$ cat src/hdl/assert_macros.svh
// Assertion helpers for the RTL files; included by zssd_seq.
`ifndef ASSERT_MACROS_SVH
`define ASSERT_MACROS_SVH

`ifndef SYNTH
// Property must hold at every rising clock edge outside reset.
`define ASSERT_CLK(label, clk, rst_n, prop) \
    label: assert property (@(posedge clk) disable iff (!(rst_n)) (prop)) \
        else $error("assertion failed");
// Expression must never be true outside reset.
`define ASSERT_NEVER(label, clk, rst_n, expr) \
    label: assert property (@(posedge clk) disable iff (!(rst_n)) !(expr)) \
        else $error("forbidden condition seen");
`else
`define ASSERT_CLK(label, clk, rst_n, prop)
`define ASSERT_NEVER(label, clk, rst_n, expr)
`endif

`endif

$ cat src/hdl/zssd_pkg.sv
`default_nettype none

package zssd_pkg;

    localparam int INDEX_BITS = 16;

    localparam int ROW_W   = 7;
    localparam int PAD_W   = 9;
    localparam int TB_W    = 10;
    localparam int START_W = 9;
    localparam int LEN_W   = 5;
    localparam int IDX_W   = 16;
    localparam int WORD_W  = 16;

    localparam logic [ROW_W-1:0] ROW_RST       = 7'd1;
    localparam logic [PAD_W-1:0] PAD_RST       = 9'd1;
    localparam logic [ROW_W-1:0] ROW_LIMIT_RST = 7'd45;
    localparam logic [PAD_W-1:0] PAD_LIMIT_RST = 9'd182;
    localparam logic [7:0]       END_PAD       = 8'hFF;

    // configuration register indexes
    localparam logic CFG_ROW_LIMIT = 1'b0;
    localparam logic CFG_PAD_LIMIT = 1'b1;

    typedef struct packed {
        logic [ROW_W-1:0] row_limit;
        logic [PAD_W-1:0] pad_limit;
    } t_cfg;

    typedef struct packed {
        logic [ROW_W-1:0] row;
        logic [PAD_W-1:0] pad;
        logic [TB_W-1:0]  timebin;
        logic [IDX_W-1:0] adc_index;
        logic             bad;
        logic             last;
    } t_hit;

endpackage

`default_nettype wire

$ cat src/hdl/zssd_range_chk.sv
`default_nettype none

module zssd_range_chk (
    input  wire zssd_pkg::t_cfg               i_cfg,
    input  wire logic [zssd_pkg::ROW_W-1:0]   i_row,
    input  wire logic [zssd_pkg::PAD_W-1:0]   i_pad,
    output logic                              o_bad
);

    // zero row or pad counts as out of range too
    assign o_bad = (i_row == '0) || (i_row > i_cfg.row_limit) ||
                   (i_pad == '0) || (i_pad > i_cfg.pad_limit);

endmodule

`default_nettype wire

$ cat src/hdl/zssd_seq.sv
`default_nettype none
`include "assert_macros.svh"

module zssd_seq (
    input  wire logic                          i_clk,
    input  wire logic                          i_rst_n,
    input  wire zssd_pkg::t_cfg                i_cfg,
    input  wire logic                          i_in_valid,
    output logic                               o_in_ready,
    input  wire logic                          i_bank_start,
    input  wire logic [zssd_pkg::WORD_W-1:0]   i_seq_word,
    input  wire logic                          i_out_free,
    output logic                               o_hit_valid,
    output zssd_pkg::t_hit                     o_hit
);

    typedef enum logic {S_IDLE, S_RUN} t_state;

    t_state                                      r_state, n_state;
    logic [zssd_pkg::ROW_W-1:0]                  r_row, n_row;
    logic [zssd_pkg::PAD_W-1:0]                  r_pad, n_pad;
    logic [zssd_pkg::INDEX_BITS-1:0]             r_cnt, n_cnt;
    logic                                        r_ended, n_ended;
    logic [zssd_pkg::TB_W-1:0]                   r_tb, n_tb;
    logic [zssd_pkg::LEN_W-1:0]                  r_left, n_left;
    logic                                        r_bad, n_bad;
    logic                                        r_adv, n_adv;

    logic                                        w_hdr;
    logic [zssd_pkg::ROW_W-1:0]                  w_hdr_row;
    logic [7:0]                                  w_hdr_pad;
    logic                                        w_last;
    logic [zssd_pkg::LEN_W-1:0]                  w_len;
    logic [zssd_pkg::START_W-1:0]                w_start;

    logic [zssd_pkg::ROW_W-1:0]                  e_row;
    logic [zssd_pkg::PAD_W-1:0]                  e_pad;
    logic [zssd_pkg::INDEX_BITS-1:0]             e_cnt;
    logic                                        e_ended;
    logic                                        e_bad;
    logic [zssd_pkg::INDEX_BITS+zssd_pkg::IDX_W-1:0] w_cnt_ext;
    logic                                        w_emit;

    assign w_hdr     = i_seq_word[15];
    assign w_hdr_row = i_seq_word[14:8];
    assign w_hdr_pad = i_seq_word[7:0];
    assign w_last    = i_seq_word[5];
    assign w_len     = i_seq_word[4:0];
    assign w_start   = i_seq_word[14:6];

    // state as seen by this word once a bank start is applied
    assign e_row   = i_bank_start ? zssd_pkg::ROW_RST : r_row;
    assign e_pad   = i_bank_start ? zssd_pkg::PAD_RST : r_pad;
    assign e_cnt   = i_bank_start ? '0 : r_cnt;
    assign e_ended = i_bank_start ? 1'b0 : r_ended;

    zssd_range_chk u_range_chk (
        .i_cfg (i_cfg),
        .i_row (e_row),
        .i_pad (e_pad),
        .o_bad (e_bad)
    );

    assign o_in_ready  = (r_state == S_IDLE);
    assign w_emit      = (r_state == S_RUN) && i_out_free;
    assign o_hit_valid = w_emit;

    assign w_cnt_ext = {{zssd_pkg::IDX_W{1'b0}}, r_cnt};

    always_comb begin
        o_hit.row       = r_row;
        o_hit.pad       = r_pad;
        o_hit.timebin   = r_tb;
        o_hit.adc_index = w_cnt_ext[zssd_pkg::IDX_W-1:0];
        o_hit.bad       = r_bad;
        o_hit.last      = (r_left == zssd_pkg::LEN_W'(1));
    end

    always_comb begin
        n_state = r_state;
        n_row   = r_row;
        n_pad   = r_pad;
        n_cnt   = r_cnt;
        n_ended = r_ended;
        n_tb    = r_tb;
        n_left  = r_left;
        n_bad   = r_bad;
        n_adv   = r_adv;
        case (r_state)
            S_IDLE: begin
                if (i_in_valid) begin
                    n_row   = e_row;
                    n_pad   = e_pad;
                    n_cnt   = e_cnt;
                    n_ended = e_ended;
                    if (!e_ended) begin
                        if (w_hdr) begin
                            n_row = w_hdr_row;
                            n_pad = {1'b0, w_hdr_pad};
                            if (w_hdr_pad == zssd_pkg::END_PAD) begin
                                n_ended = 1'b1;
                            end
                        end else if (w_len == '0) begin
                            // empty run with its last flag set still moves to the next pad
                            if (w_last) begin
                                n_pad = e_pad + zssd_pkg::PAD_W'(1);
                            end
                        end else begin
                            n_tb    = {1'b0, w_start};
                            n_left  = w_len;
                            n_bad   = e_bad;
                            n_adv   = w_last;
                            n_state = S_RUN;
                        end
                    end
                end
            end
            S_RUN: begin
                if (w_emit) begin
                    n_tb   = r_tb + zssd_pkg::TB_W'(1);
                    n_left = r_left - zssd_pkg::LEN_W'(1);
                    // saturate the byte index at all ones
                    if (r_cnt != {zssd_pkg::INDEX_BITS{1'b1}}) begin
                        n_cnt = r_cnt + zssd_pkg::INDEX_BITS'(1);
                    end
                    if (r_left == zssd_pkg::LEN_W'(1)) begin
                        n_state = S_IDLE;
                        if (r_adv) begin
                            n_pad = r_pad + zssd_pkg::PAD_W'(1);
                        end
                    end
                end
            end
            default: begin
                n_state = S_IDLE;
            end
        endcase
    end

    always_ff @(posedge i_clk) begin
        if (!i_rst_n) begin
            r_state <= S_IDLE;
            r_row   <= zssd_pkg::ROW_RST;
            r_pad   <= zssd_pkg::PAD_RST;
            r_cnt   <= '0;
            r_ended <= 1'b0;
            r_left  <= '0;
        end else begin
            r_state <= n_state;
            r_row   <= n_row;
            r_pad   <= n_pad;
            r_cnt   <= n_cnt;
            r_ended <= n_ended;
            r_left  <= n_left;
        end
        r_tb  <= n_tb;
        r_bad <= n_bad;
        r_adv <= n_adv;
    end

    `ASSERT_CLK(a_run_has_hits, i_clk, i_rst_n,
        (r_state == S_RUN) |-> (r_left != '0))
    `ASSERT_CLK(a_last_ends_run, i_clk, i_rst_n,
        (w_emit && o_hit.last) |=> (r_state == S_IDLE))
    `ASSERT_CLK(a_ended_holds, i_clk, i_rst_n,
        (o_in_ready && i_in_valid && r_ended && !i_bank_start) |=>
        ($stable(r_row) && $stable(r_pad) && $stable(r_cnt) && (r_state == S_IDLE)))
    `ASSERT_CLK(a_stall_holds, i_clk, i_rst_n,
        ((r_state == S_RUN) && !i_out_free) |=> ($stable(r_left) && $stable(r_cnt)))

endmodule

`default_nettype wire

$ cat src/hdl/zero_suppressed_sequence_decoder_top.sv
// Zero-suppressed sequence decoder.
// Input stream: one 16-bit sequence word per transaction on s_axis_tdata, with
// s_axis_tuser set on the first word of a bank (clears row, pad, index, end mark).
// Output stream: one hit per transaction; tlast marks the final hit of a run word.
// A header word loads row and pad and gives no output; a run word of length N holds
// the input until its last hit, one hit per cycle through the single timebin/index
// sequencer while the receiver keeps up. The accepted word is registered in the
// sequencer state, then its first hit in the output register that drives m_axis.
// s_axis_tready is high only while no run is in progress. When the receiver stalls,
// the output register holds its hit and the sequencer pauses; nothing is dropped.
// The user must write the limit registers through i_cfg_we / i_cfg_idx / i_cfg_data
// (index 0 row_limit, 1 pad_limit) only while idle; the block does not enforce this.
// Reset (synchronous, active low) sets row and pad to 1, index to 0, clears the
// end mark, empties the output register and restores limits 45 and 182.
`default_nettype none

module zero_suppressed_sequence_decoder_top (
    input  wire logic        i_clk,
    input  wire logic        i_rst_n,
    input  wire logic        i_cfg_we,
    input  wire logic        i_cfg_idx,
    input  wire logic [8:0]  i_cfg_data,
    input  wire logic        s_axis_tvalid,
    output logic             s_axis_tready,
    input  wire logic [15:0] s_axis_tdata,   // [15:0] seq_word
    input  wire logic        s_axis_tuser,   // [0] bank_start
    output logic             m_axis_tvalid,
    input  wire logic        m_axis_tready,
    output logic [47:0]      m_axis_tdata,   // [6:0] hit_row, [15:7] hit_pad,
                                             // [25:16] hit_timebin, [41:26] adc_index
    output logic             m_axis_tuser,   // [0] out_of_range
    output logic             m_axis_tlast    // last_in_run
);

    zssd_pkg::t_cfg  r_cfg;
    zssd_pkg::t_hit  w_hit;
    zssd_pkg::t_hit  r_hit;
    logic            r_m_valid;
    logic            w_hit_valid;
    logic            w_out_free;

    assign w_out_free = !r_m_valid || m_axis_tready;

    always_ff @(posedge i_clk) begin
        if (!i_rst_n) begin
            r_cfg.row_limit <= zssd_pkg::ROW_LIMIT_RST;
            r_cfg.pad_limit <= zssd_pkg::PAD_LIMIT_RST;
        end else if (i_cfg_we) begin
            case (i_cfg_idx)
                zssd_pkg::CFG_ROW_LIMIT: r_cfg.row_limit <= i_cfg_data[6:0];
                zssd_pkg::CFG_PAD_LIMIT: r_cfg.pad_limit <= i_cfg_data;
                default: begin
                end
            endcase
        end
    end

    zssd_seq u_seq (
        .i_clk        (i_clk),
        .i_rst_n      (i_rst_n),
        .i_cfg        (r_cfg),
        .i_in_valid   (s_axis_tvalid),
        .o_in_ready   (s_axis_tready),
        .i_bank_start (s_axis_tuser),
        .i_seq_word   (s_axis_tdata),
        .i_out_free   (w_out_free),
        .o_hit_valid  (w_hit_valid),
        .o_hit        (w_hit)
    );

    // output register: load a new hit when empty or being taken
    always_ff @(posedge i_clk) begin
        if (!i_rst_n) begin
            r_m_valid <= 1'b0;
        end else if (w_out_free) begin
            r_m_valid <= w_hit_valid;
        end
        if (w_out_free && w_hit_valid) begin
            r_hit <= w_hit;
        end
    end

    assign m_axis_tvalid = r_m_valid;
    assign m_axis_tdata  = {6'b0, r_hit.adc_index, r_hit.timebin, r_hit.pad, r_hit.row};
    assign m_axis_tuser  = r_hit.bad;
    assign m_axis_tlast  = r_hit.last;

endmodule

`default_nettype wire
$ cat config.mk
export PLATFORM = sky130hd
export DESIGN_NAME = zero_suppressed_sequence_decoder_top
export DESIGN_NICKNAME = d
export VERILOG_FILES = /design/src/hdl/zssd_pkg.sv /design/src/hdl/zssd_range_chk.sv /design/src/hdl/zssd_seq.sv /design/src/hdl/zero_suppressed_sequence_decoder_top.sv
export VERILOG_INCLUDE_DIRS = /design/src /design/src/hdl
export SDC_FILE = /design/constraint.sdc
export NUM_CORES = 1
export LEC_CHECK = 0
export ABC_AREA = 1
export BUFFER_PORTS_ARGS = -buffer_cell sky130_fd_sc_hd__buf_2
export CAP_MARGIN = 40
export CORE_MARGIN = 5
export CORE_UTILIZATION = 45
export DETAILED_ROUTE_END_ITERATION = 16
export PLACE_DENSITY = 0.65
export RECOVER_POWER = 50
export SLEW_MARGIN = 40
export SYNTH_ARGS = -nofsm -noshare
export SYNTH_HDL_FRONTEND = slang
export SYNTH_HIERARCHICAL = 1
export SYNTH_SLANG_ARGS = --single-unit
$ cat constraint.sdc
create_clock -name i_clk -period 5.2 [get_ports i_clk]
set_input_delay 0.26 -clock i_clk [delete_from_list [all_inputs] [get_ports i_clk]]
set_output_delay 0.26 -clock i_clk [all_outputs]
set_load 0.01 [all_outputs]
After elaboration in Yosys (flattened, before gate mapping)
Index checks and enable logic that the tools add are counted.
{"block": "totals", "ff_bits": 112, "word_cells": 100, "input_bits": 32}
{"block": "op_classes", "n_lt_le_gt_ge": 2, "addsub": 5, "eq_ne": 12, "n_reduce_logical": 17, "mux": 41, "bitwise": 5}
{"cell": "$mux 9", "count": 9}
{"cell": "$mux 16", "count": 4}
{"cell": "$mux 10", "count": 5}
{"cell": "$pmux 16 s2", "count": 1}
{"cell": "$mux 5", "count": 5}
{"cell": "$mux 7", "count": 3}
{"cell": "$pmux 10 s2", "count": 1}
{"cell": "$add 9x1->9 const B", "count": 2}
{"cell": "$pmux 9 s2", "count": 1}
{"cell": "$add 16x1->16 const B", "count": 1}
{"cell": "$ne 16x16->1 const B", "count": 1}
{"cell": "$ne 2x2->1 const B", "count": 8}
{"cell": "$add 10x1->10 const B", "count": 1}
{"cell": "$mux 1", "count": 10}
{"cell": "$pmux 5 s2", "count": 1}
{"cell": "$reduce_and 5->1", "count": 2}
{"cell": "$gt 9x9->1", "count": 1}
{"cell": "$logic_not 9->1", "count": 1}
{"cell": "$eq 8x8->1 const B", "count": 1}
{"cell": "$reduce_and 4->1", "count": 2}
{"cell": "$gt 7x7->1", "count": 1}
{"cell": "$logic_not 7->1", "count": 1}
{"cell": "$reduce_and 2->1", "count": 3}
{"cell": "$eq 5x1->1 const B", "count": 1}
{"cell": "other kinds (8)", "count": 16}

Logic depth before layout (Yosys ltp)
Gate-level depths: netlist of run 1.
{"block": "depth", "word_depth": 8, "mapped_depth": 15}

By module
The synthesis of run 1 kept the hierarchy.
{"module": "zssd_seq", "cells_each": 511, "area_each_um2": 3438.3, "instances": 1, "seq_area_each_um2": 1141.1}
{"module": "zero_suppressed_sequence_decoder_top", "cells_each": 135, "area_each_um2": 2020.7, "instances": 1, "seq_area_each_um2": 1661.6}
{"module": "zssd_range_chk", "cells_each": 89, "area_each_um2": 505.5, "instances": 1, "seq_area_each_um2": 0.0}

Worst setup path after synthesis of run 1
Ideal clock, no wire load.
{"block": "synth_path", "kind": "reg2reg", "start": "register r_m_valid, in the netlist m_axis_tvalid", "end": "register r_hit, in the netlist m_axis_tdata[0] (enable)", "arrival_time_ns": 2.808, "setup_slack_ns": 1.932, "stages_incl_launch_ff": 6, "required_ns": 4.740, "path_cell_list": "dfxtp_1 > nand2_1 > nand2_1 > inv_1 > inv_1 > a21oi_1"}
{"block": "synth_between", "elab_chain_len": 4}
{"item": "from (decl)", "line_no": "zero_suppressed_sequence_decoder_top.sv:38", "source": "logic r_m_valid;"}
{"item": "from (signal assigned)", "line_no": "zero_suppressed_sequence_decoder_top.sv:76", "source": "r_m_valid <= w_hit_valid;"}
{"item": "$logic_not 1->1", "line_no": "zero_suppressed_sequence_decoder_top.sv:42", "source": "assign w_out_free = !r_m_valid || m_axis_tready;"}
{"item": "$logic_or 1x1->1", "line_no": "zero_suppressed_sequence_decoder_top.sv:42"}
{"item": "named net w_out_free", "line_no": "zero_suppressed_sequence_decoder_top.sv:40", "source": "logic w_out_free;"}
{"item": "$logic_and 1x1->1", "line_no": "zssd_seq.sv:65", "source": "assign w_emit = (r_state == S_RUN) && i_out_free;"}
{"item": "named net w_hit_valid", "line_no": "zero_suppressed_sequence_decoder_top.sv:39", "source": "logic w_hit_valid;"}
{"item": "$logic_and 1x1->1", "line_no": "zero_suppressed_sequence_decoder_top.sv:78", "source": "if (w_out_free && w_hit_valid) begin"}
{"item": "to (signal assigned)", "line_no": "zero_suppressed_sequence_decoder_top.sv:79", "source": "r_hit <= w_hit;"}
{"item": "to (decl)", "line_no": "zero_suppressed_sequence_decoder_top.sv:37", "source": "zssd_pkg::t_hit r_hit;"}
The timed path passes the listed nets, and every way through them passes these cells.
A chain may end at the register's enable or synchronous reset.

Worst setup path in the final report of run 1
{"block": "layout_path", "start": "register u_seq.r_state", "end": "register u_seq/r_cnt[12] in the netlist's numbering"}
{"block": "layout_between", "elab_chain_len": 3}
{"item": "from (decl)", "line_no": "zssd_seq.sv:19", "source": "t_state r_state, n_state;"}
{"item": "from (signal assigned)", "line_no": "zssd_seq.sv:149", "source": "r_state <= n_state;"}
{"item": "$logic_and 1x1->1 or $not 1->1 (tied branches)"}
{"item": "$ne 2x2->1 (no line) or $ne 2x1->1 (tied branches)"}
{"item": "$reduce_and 4->1 (no line)"}
{"item": "to (signal assigned)", "line_no": "zssd_seq.sv:152", "source": "r_cnt <= n_cnt;"}
{"item": "to (decl)", "line_no": "zssd_seq.sv:22", "source": "logic [zssd_pkg::INDEX_BITS-1:0] r_cnt, n_cnt;"}
Several ways; a longest one is shown, not always the timed one.

==> run metrics, run 1 <==
outcome complete, but fails checks; violated checks max-capacitance violations; first-pass GRT wire length 23,300 µm; root buf cell clkbuf_16; nets@finish 857; Setup TNS 0 ns; Reg clk slew, reported paths 0.07 ns; hpwl dp 10,500 µm; met1 global-route usage 22.7%; # hold bufs at CTS 0; Critical Path End Type flip-flop; critical path peak fanout 30; Slew Viols, Final 0; setup bufs post-CTS 0; Post-CTS Resized 0; Post-Syn Area 5960 µm²; slew margin rel. 0.569%; drt pass-1 iters 5; n_diodes 0; min Tclk post-route 2.52 ns; DR vias 5,131; GR met3 Demand/Resource 4.05%; Die X 125 µm; P per Cell Area 296 nW/µm²; final wirelength 14,000 µm; initial antenna violation count 0; DIE HEIGHT 125 µm; Fin Clk Skew 0.00688 ns; vias in the first global route 4,848; CTS HTree Levels 3; share of the synthesized area in the top cell type 28.2%; CTS tree done; data required time of the critical path 5.45 ns; synth unique cells 48; routing usage on met2 30.4%; Slew @ Worst Pin 1.49 ns; top-count cell post-synth nand2_1; clock sink count 112; crit path to u_seq/r_cnt[12]; area grow syn2layout 11.7%; Worst R2R Start u_seq/r_state; static leakage 0.00285 µW; I/O Pins 84; Crit Path Class reg2reg; Max rail drop VDD 0.147 mV; Routed Antenna Nets 0; Max Freq 0.397 GHz; gr ovfl total 0; arrival time worst endpoint 2.77 ns; most frequently used flop master after synthesis edfxtp_1; final hold viol count 0; gr busiest metal met2; worst skew pair latency 0.35 ns; post-synth top area cell edfxtp_1; setup violators final 0; period utilization 48.5%; Max Buffers Root-to-Sink 2; Max-Cap Viols 1; Critical path origin u_seq/r_state; gr usage total 17.9%; via density per instance 5.21; # rows 42; total CTS buffers 9; unrepaired setup endpoints after global routing false; core area 13,100 µm²; Hold Path Class in2reg; DRC 0; Startpoint Class flip-flop; Yosys warning count 6; Worst Reg-to-Reg Cells 11; largest net degree at the start of global routing 38; Synth area leaders edfxtp_1 (28%), dfxtp_1 (19%), nand2_1 (9.5%); Initial Util 45.4%; sequential-to-total area share from yosys stat 47.0%; Die Area 15,700 µm²; share of layout cells above drive strength 1 9.78%; number of enable flip-flop cells after synthesis 56; asr flop ratio synth 0%; synth cell count leaders nand2_1 (151), inv_1 (96), nor2_1 (83); Mean Syn Cell Area 8.11 µm²; DRT iter0 DRCs 521; worst reg-to-reg setup slack 2.68 ns; I/O Buffers 77; gpl congestion 0.913; #FFs+latches synth 112; Final Power 1970 µW; R2R Path End u_seq/r_cnt[12]; wire length per cell 14.2 µm; Syn Inst Count 735
[stage by stage]
stage	worst slack [ns]	util, %	cells	cell area, µm²	hold slack (ns)
after floorplan	1.93	-	740	5980	0.359
after global placement	2.85	49.0	968	6440	0.422
after detailed placement	2.76	49.0	968	6440	0.425
after CTS	2.73	51.2	984	6720	0.107
after global routing	2.43	50.7	984	6660	0.132
final	2.68	50.7	984	6660	0.113
[area by class of cell]
class	count	area, µm²
Clock inverter	3	43.8
Timing Repair Buffer	79	342
Multi-Input combinational cell	496	2610
Tap cell	176	220
Clock buffer	13	240
Sequential cell	112	2800
Fill cell	1335	6470
Inverter	105	403
[flip-flops by register name, indices dropped and copies added (netlist names)]
register,flops
m_axis_tdata,42
m_axis_tlast,1
m_axis_tuser,1
m_axis_tvalid,1
r_cfg,16
u_seq/r_adv,1
u_seq/r_bad,1
u_seq/r_cnt,16
u_seq/r_ended,1
u_seq/r_left,5
u_seq/r_pad,9
u_seq/r_row,7
u_seq/r_state,1
u_seq/r_tb,10
[kinds of logic (layout without fill, tap and decap cells)]
logic type,Yosys count,in the layout,synth area share [%]
adders and majority gates,22,22,4.61
and+or+nand+nor,337,337,25.8
xor gates and xnor gates,10,10,1.47
AOI/OAI and AO/OA,121,121,11.3
buffers and inverters,132,200,9.69
other,1,6,0.0629
DFF,112,112,47.0
[critical path: stages (launching register included)]
cell     delay (ns)
dfxtp_1        0.45
buf_4          0.29
inv_2          0.42
nand2_2        0.19
inv_2          0.25
nand2_1        0.12
nand2_2        0.10
nand2_4        0.14
inv_4          0.18
nand3_1        0.11
nor2_1         0.10
nor2_1         0.05
[layout by cell type (no fill, tap or decap), types with 5 or more instances in the layout]
cell,netlist,routed
inv_2,6,6
nand3_1,52,52
nand2_2,6,6
dfxtp_1,56,56
buf_2,5,30
xor2_1,5,5
nand4_1,17,17
clkbuf_16,0,9
ha_1,22,22
xnor2_1,5,5
edfxtp_1,56,56
a21oi_1,47,46
nor3_1,7,7
o21ai_0,47,47
inv_1,96,96
clkbuf_1,6,51
nand2_1,151,151
nor2_1,83,84
conb_1,1,6
[per-layer routing]
layer | share of wire (%) | vias to the layer above | wire (µm)
met5 | 0 | - | 0
met4 | 2.1 | 0 | 297
met3 | 7.3 | 21 | 1020
met2 | 48 | 182 | 6710
met1 | 43 | 2367 | 5990
li1 | - | 2561 | -
[report_power, final]
part / switching, µW / leakage, µW / total, µW / internal (µW)
Sequential: 39.1 / 0.000997 / 1030 / 987
Clock: 305 / 0.000138 / 681 / 376
Combinational: 181 / 0.00172 / 267 / 85.9
[how the worst min path moves through the flow]
stage                    start         endpoint  slack (ns)  depth (start not counted)
2_1_floorplan  s_axis_tdata[5]      u_seq/r_adv        0.36                          0
3_3_place_gp    u_seq/r_row[5]  m_axis_tdata[5]        0.42                          0
3_5_place_dp    u_seq/r_row[5]  m_axis_tdata[5]        0.43                          0
4_1_cts          i_cfg_data[7]         r_cfg[7]        0.11                          3
5_1_grt          i_cfg_data[1]         r_cfg[1]        0.13                          3
6_report         i_cfg_data[7]         r_cfg[7]        0.11                          3
Note: power is estimated with default switching activity, not from simulation.
==> run 2, diff against run 1 <==
Clock period 5.2 ns to 2.6 ns, I/O delays scaled along.
==> run 2 against run 1 <==
  * The flow now finishes without violations
  * Hold slack worse by 0.10 ns
  * Via count down 2.0%
  * Cell count up 0.71%
  * Maximum frequency increased by 29%
==> run metrics, run 2 (synthesis results as in run 1) <==
outcome finished, final reports clean; clock share of power 37.7%; drt pass-1 iters 5; worst skew pair latency 0.36 ns; placed instance count 973; Placed Area 6480 µm²; period utilization 75.4%; Switching Share 25.7%; gr usage total 18.7%; vias in the first global route 4,908; area grow syn2layout 13.3%; setup bufs post-CTS 0; Max Freq 0.510 GHz; Max rail drop VDD 0.340 mV; clock sink count 112; slew margin rel. 14.8%; pre-CTS WS 0.657 ns; Setup TNS 0 ns; data required time of the critical path 2.71 ns; wire length per cell 14.6 µm; gpl congestion 0.904; setup violators final 0; Critical Path End Type flip-flop; DRC 0; Max-Cap Viols 0; min Tclk post-route 1.96 ns; P per Cell Area 617 nW/µm²; Initial Util 45.4%; # rows 42; sequential fraction of design power 49.1%; arrival time worst endpoint 2.07 ns; final hold viol count 0; Reg clk slew, reported paths 0.07 ns; design area 6760 µm²; CTS HTree Levels 3; Comb power frac 13.2%; Die X 125 µm; final wirelength 14,500 µm; I/O Buffers 77; max reg flops 42; total CTS buffers 9; CTS tree done; share of layout cells above drive strength 1 10.3%; Int Pwr 3100 µW; largest net degree at the start of global routing 32; via density per instance 5.07; Routed Antenna Nets 0; hpwl dp 10,800 µm; fillers 1,323; DIE HEIGHT 125 µm; Hold Path Class in2reg; Slew Viols, Final 0; Crit Path Class reg2reg; Max Buffers Root-to-Sink 2; Startpoint Class flip-flop; commonest non-fill, non-tap cell in the layout nand2_1; commonest cells after routing, fill and taps aside nand2_1 (151), inv_1 (96), nor2_1 (84); static leakage 0.00290 µW; unrepaired setup endpoints after global routing false; DR vias 5,028; switching power 1070 µW; critical path peak fanout 6; worst setup margin 0.641 ns; first-pass GRT wire length 23,600 µm; Post-Layout Cell Count 991; nets@finish 863; Slew @ Worst Pin 1.28 ns; core area 13,100 µm²; root buf cell clkbuf_16; I/O Pins 84; DRT iter0 DRCs 355; gr ovfl total 0; Fin Clk Skew 0.00511 ns; Die Area 15,700 µm²; initial antenna violation count 1
==> run 2: timing repair <==
item | 4_1_cts | 5_1_grt
endpoints found under the hold margin | 1 | 0
gates resized for setup | 0 | 0
hold buffers | 1 | 0
==> run 2: metal layers <==
| metal | routed length, µm | GRT usage (%) | vias up |
|---|---|---|---|
| li1 | - | - | 2566 |
| met1 | 6510 | 23.7 | 2314 |
| met2 | 6930 | 31.0 | 130 |
| met3 | 739 | 4.14 | 18 |
| met4 | 326 | 7.65 | 0 |
| met5 | 0 | 0 | - |
==> run 2: critical path, stage by stage, from the launching register on <==
cell and delay (ns):
dfxtp_1 0.47, inv_1 0.10, nor2_1 0.35, ha_1 0.33
nand2_1 0.08, inv_1 0.06, nand2_1 0.06, nand2_1 0.04
nand2_1 0.05, nand3_1 0.06, nand2_1 0.06, nand2_1 0.04
==> run 2: power by group through the flow <==
stage | registers, µW | logic (µW) | clock network [µW]
floorplan | 2080 | 386 | 0
global placement | 2080 | 550 | 0
detailed placement | 2090 | 560 | 0
CTS | 2050 | 566 | 1610
global route | 2060 | 625 | 1690
finish | 2050 | 552 | 1570
==> run 2: final timing paths <==
| kind | from | end | slack, ns | cells past startpoint |
|---|---|---|---|---|
| setup / recovery | u_seq/r_pad[4] | u_seq/r_bad | 0.64 | 11 |
| hold / removal | i_cfg_data[5] | r_cfg[5] | 0.01 | 3 |
| setup reg to reg | u_seq/r_pad[4] | u_seq/r_bad | 0.64 | 11 |
| hold reg to reg | u_seq/r_row[5] | m_axis_tdata[5] | 0.43 | 0 |
==> run 2: area by class of cell <==
class	instances	area [µm²]	area share [%]
inverter	105	403	5.96
antenna	1	2.50	0.0370
tap	176	220	3.26
timing repair buffer	85	382	5.65
clock buffer	11	233	3.44
multi-input combinational	496	2610	38.6
sequential	112	2800	41.5
clock inverter	5	104	1.54
==> run 2: stage by stage <==
stage	total power, µW	util, %	hold WS, ns
floorplan	2470	-	0.229
global placement	2630	49.3	0.328
detailed placement	2650	49.3	0.346
CTS	4220	51.9	0.00449
global route	4370	51.4	0.00662
finish	4170	51.4	0.0121
==> run 3, diff against run 2 <==
Clock period 2.6 ns to 1.9 ns, I/O delays scaled along.
==> run 3 against run 2 <==
  * Utilization increased by 1.2 points
  * First-iteration DRC count grew 16%
  * Sequential share of layout area down 0.95 points
  * Combinational power rose by 50%
  * Sequential power up 36%
  * Register-to-register slack got worse by 0.46 ns
  * Wire length grew 4.7%
  * Critical path type unchanged
  * Largest power group unchanged
  * Highest routed layer unchanged
==> run metrics, run 3 (synthesis results as in run 1) <==
Hold Path Sink r_cfg[12]; DRT iter0 DRCs 412; CTS tree done; Max Buffers Root-to-Sink 2; Fin Hold WS 0.0123 ns; highest metal layer with signal wires met4; Crit Path Class reg2reg; DIE HEIGHT 125 µm; final hold viol count 0; wl on met1 6420 µm; gr usage total 19.4%; commonest non-fill, non-tap cell in the layout nand2_1; I/O Buffers 77; Die X 125 µm; drt pass-1 iters 5; Initial Util 45.4%; Routed Antenna Nets 0; arrival time worst endpoint 1.83 ns; static leakage 0.00298 µW; metal2 WL 7630 µm; min Tclk post-route 1.72 ns; unrepaired setup endpoints after global routing false; Worst R2R Start u_seq/r_pad[4]; max reg flops 42; critical path peak fanout 6; vias in the first global route 4,883; DR vias 5,130; DRC 0; wire length per cell 15.0 µm; area grow syn2layout 16.0%; total CTS buffers 9; Die Area 15,700 µm²; Startpoint Class flip-flop; via density per instance 5.06; Max-Cap Viols 0; core area 13,100 µm²; Slew @ Worst Pin 1.33 ns; n_diodes 0; hpwl dp 11,500 µm; share of layout cells above drive strength 1 12.8%; gr ovfl total 0; Fin Clk Skew 0.00496 ns; initial antenna violation count 0; fillers 1,330; clock sink count 112; Slew Viols, Final 0; slew margin rel. 11.0%; final wirelength 15,200 µm; Max rail drop VDD 0.369 mV; outcome finished, final reports clean; setup violators final 0; Critical path origin u_seq/r_pad[4]; Worst Reg-to-Reg Cells 11; Cells on Worst Hold Path 3; design area 6920 µm²; Max Freq 0.581 GHz; data required time of the critical path 2.01 ns; Reg clk slew, reported paths 0.07 ns; R2R Path End u_seq/r_bad; gpl congestion 0.854; root buf cell clkbuf_16; I/O Pins 84; commonest cells after routing, fill and taps aside nand2_1 (151), inv_1 (96), nor2_1 (81); Setup TNS 0 ns; worst reg-to-reg setup slack 0.18 ns; metal3 WL 835 µm; HP Start i_cfg_data[3]; nets@finish 887; period utilization 90.5%; # rows 42; CTS HTree Levels 3; largest net degree at the start of global routing 31; Final Power 5440 µW; Placed Area 6640 µm²; Hold Path Class in2reg; first-pass GRT wire length 24,600 µm; worst skew pair latency 0.35 ns; Critical Path End Type flip-flop; P per Cell Area 787 nW/µm²
[run 3: power breakdown]
part | total (µW) | switching (µW) | internal, µW
clock | 1830 | 898 | 931
combinational | 827 | 542 | 285
sequential | 2790 | 87.7 | 2700
total | 5440 | 1530 | 3910
[run 3: worst max path at each step]
stage | endpoint | slack, ns | cells after the start
final | u_seq/r_bad | 0.18 | 11
after global routing | u_seq/r_pad[4] | 0.008 | 13
after CTS | u_seq/r_tb[8] | 0.16 | 10
after detailed placement | u_seq/r_bad | 0.19 | 11
after global placement | u_seq/r_bad | 0.17 | 11
after floorplan | m_axis_tdata[0] | 0.04 | 5
[run 3: metrics by stage]
stage	instances	utilization, %	worst slack [ns]
floorplan	740	-	0.0424
global placement	991	50.5	0.172
detailed placement	991	50.5	0.186
CTS	1013	53.1	0.157
global route	1014	52.6	0.00795
finish	1014	52.6	0.180
[run 3: layer usage]
| metal | track usage [%] | vias up |
|---|---|---|
| met2 | 33.9 | 141 |
| met5 | 0 | - |
| met4 | 7.02 | 0 |
| li1 | - | 2620 |
| met1 | 24.2 | 2345 |
| met3 | 3.37 | 24 |
[run 3: repair_timing]
item | CTS | global route
resized for setup | 0 | 3
endpoints found under the hold margin | 6 | 0
setup buffers | 0 | 1
setup endpoints to repair | 0 | 4
hold buffers | 6 | 0
[run 3: cell type report]
class | instances | area (µm²) | area share (%)
flip-flops and latches | 112 | 2800 | 40.5
clock buffers | 10 | 239 | 3.46
multi-input cells | 496 | 2620 | 37.9
repair buffers | 109 | 587 | 8.48
well taps | 176 | 220 | 3.18
inverters | 105 | 403 | 5.82
clock inverters | 6 | 43.8 | 0.633
[run 3: critical path, cell delays in order (launching register included)]
cell and delay [ns]:
dfxtp_1 0.45, inv_1 0.11, nor2_1 0.17, ha_1 0.27
nand2_1 0.07, inv_1 0.06, nand2_1 0.06, nand2_1 0.05
nand2_1 0.06, nand3_1 0.06, nand2_1 0.06, nand2_1 0.05
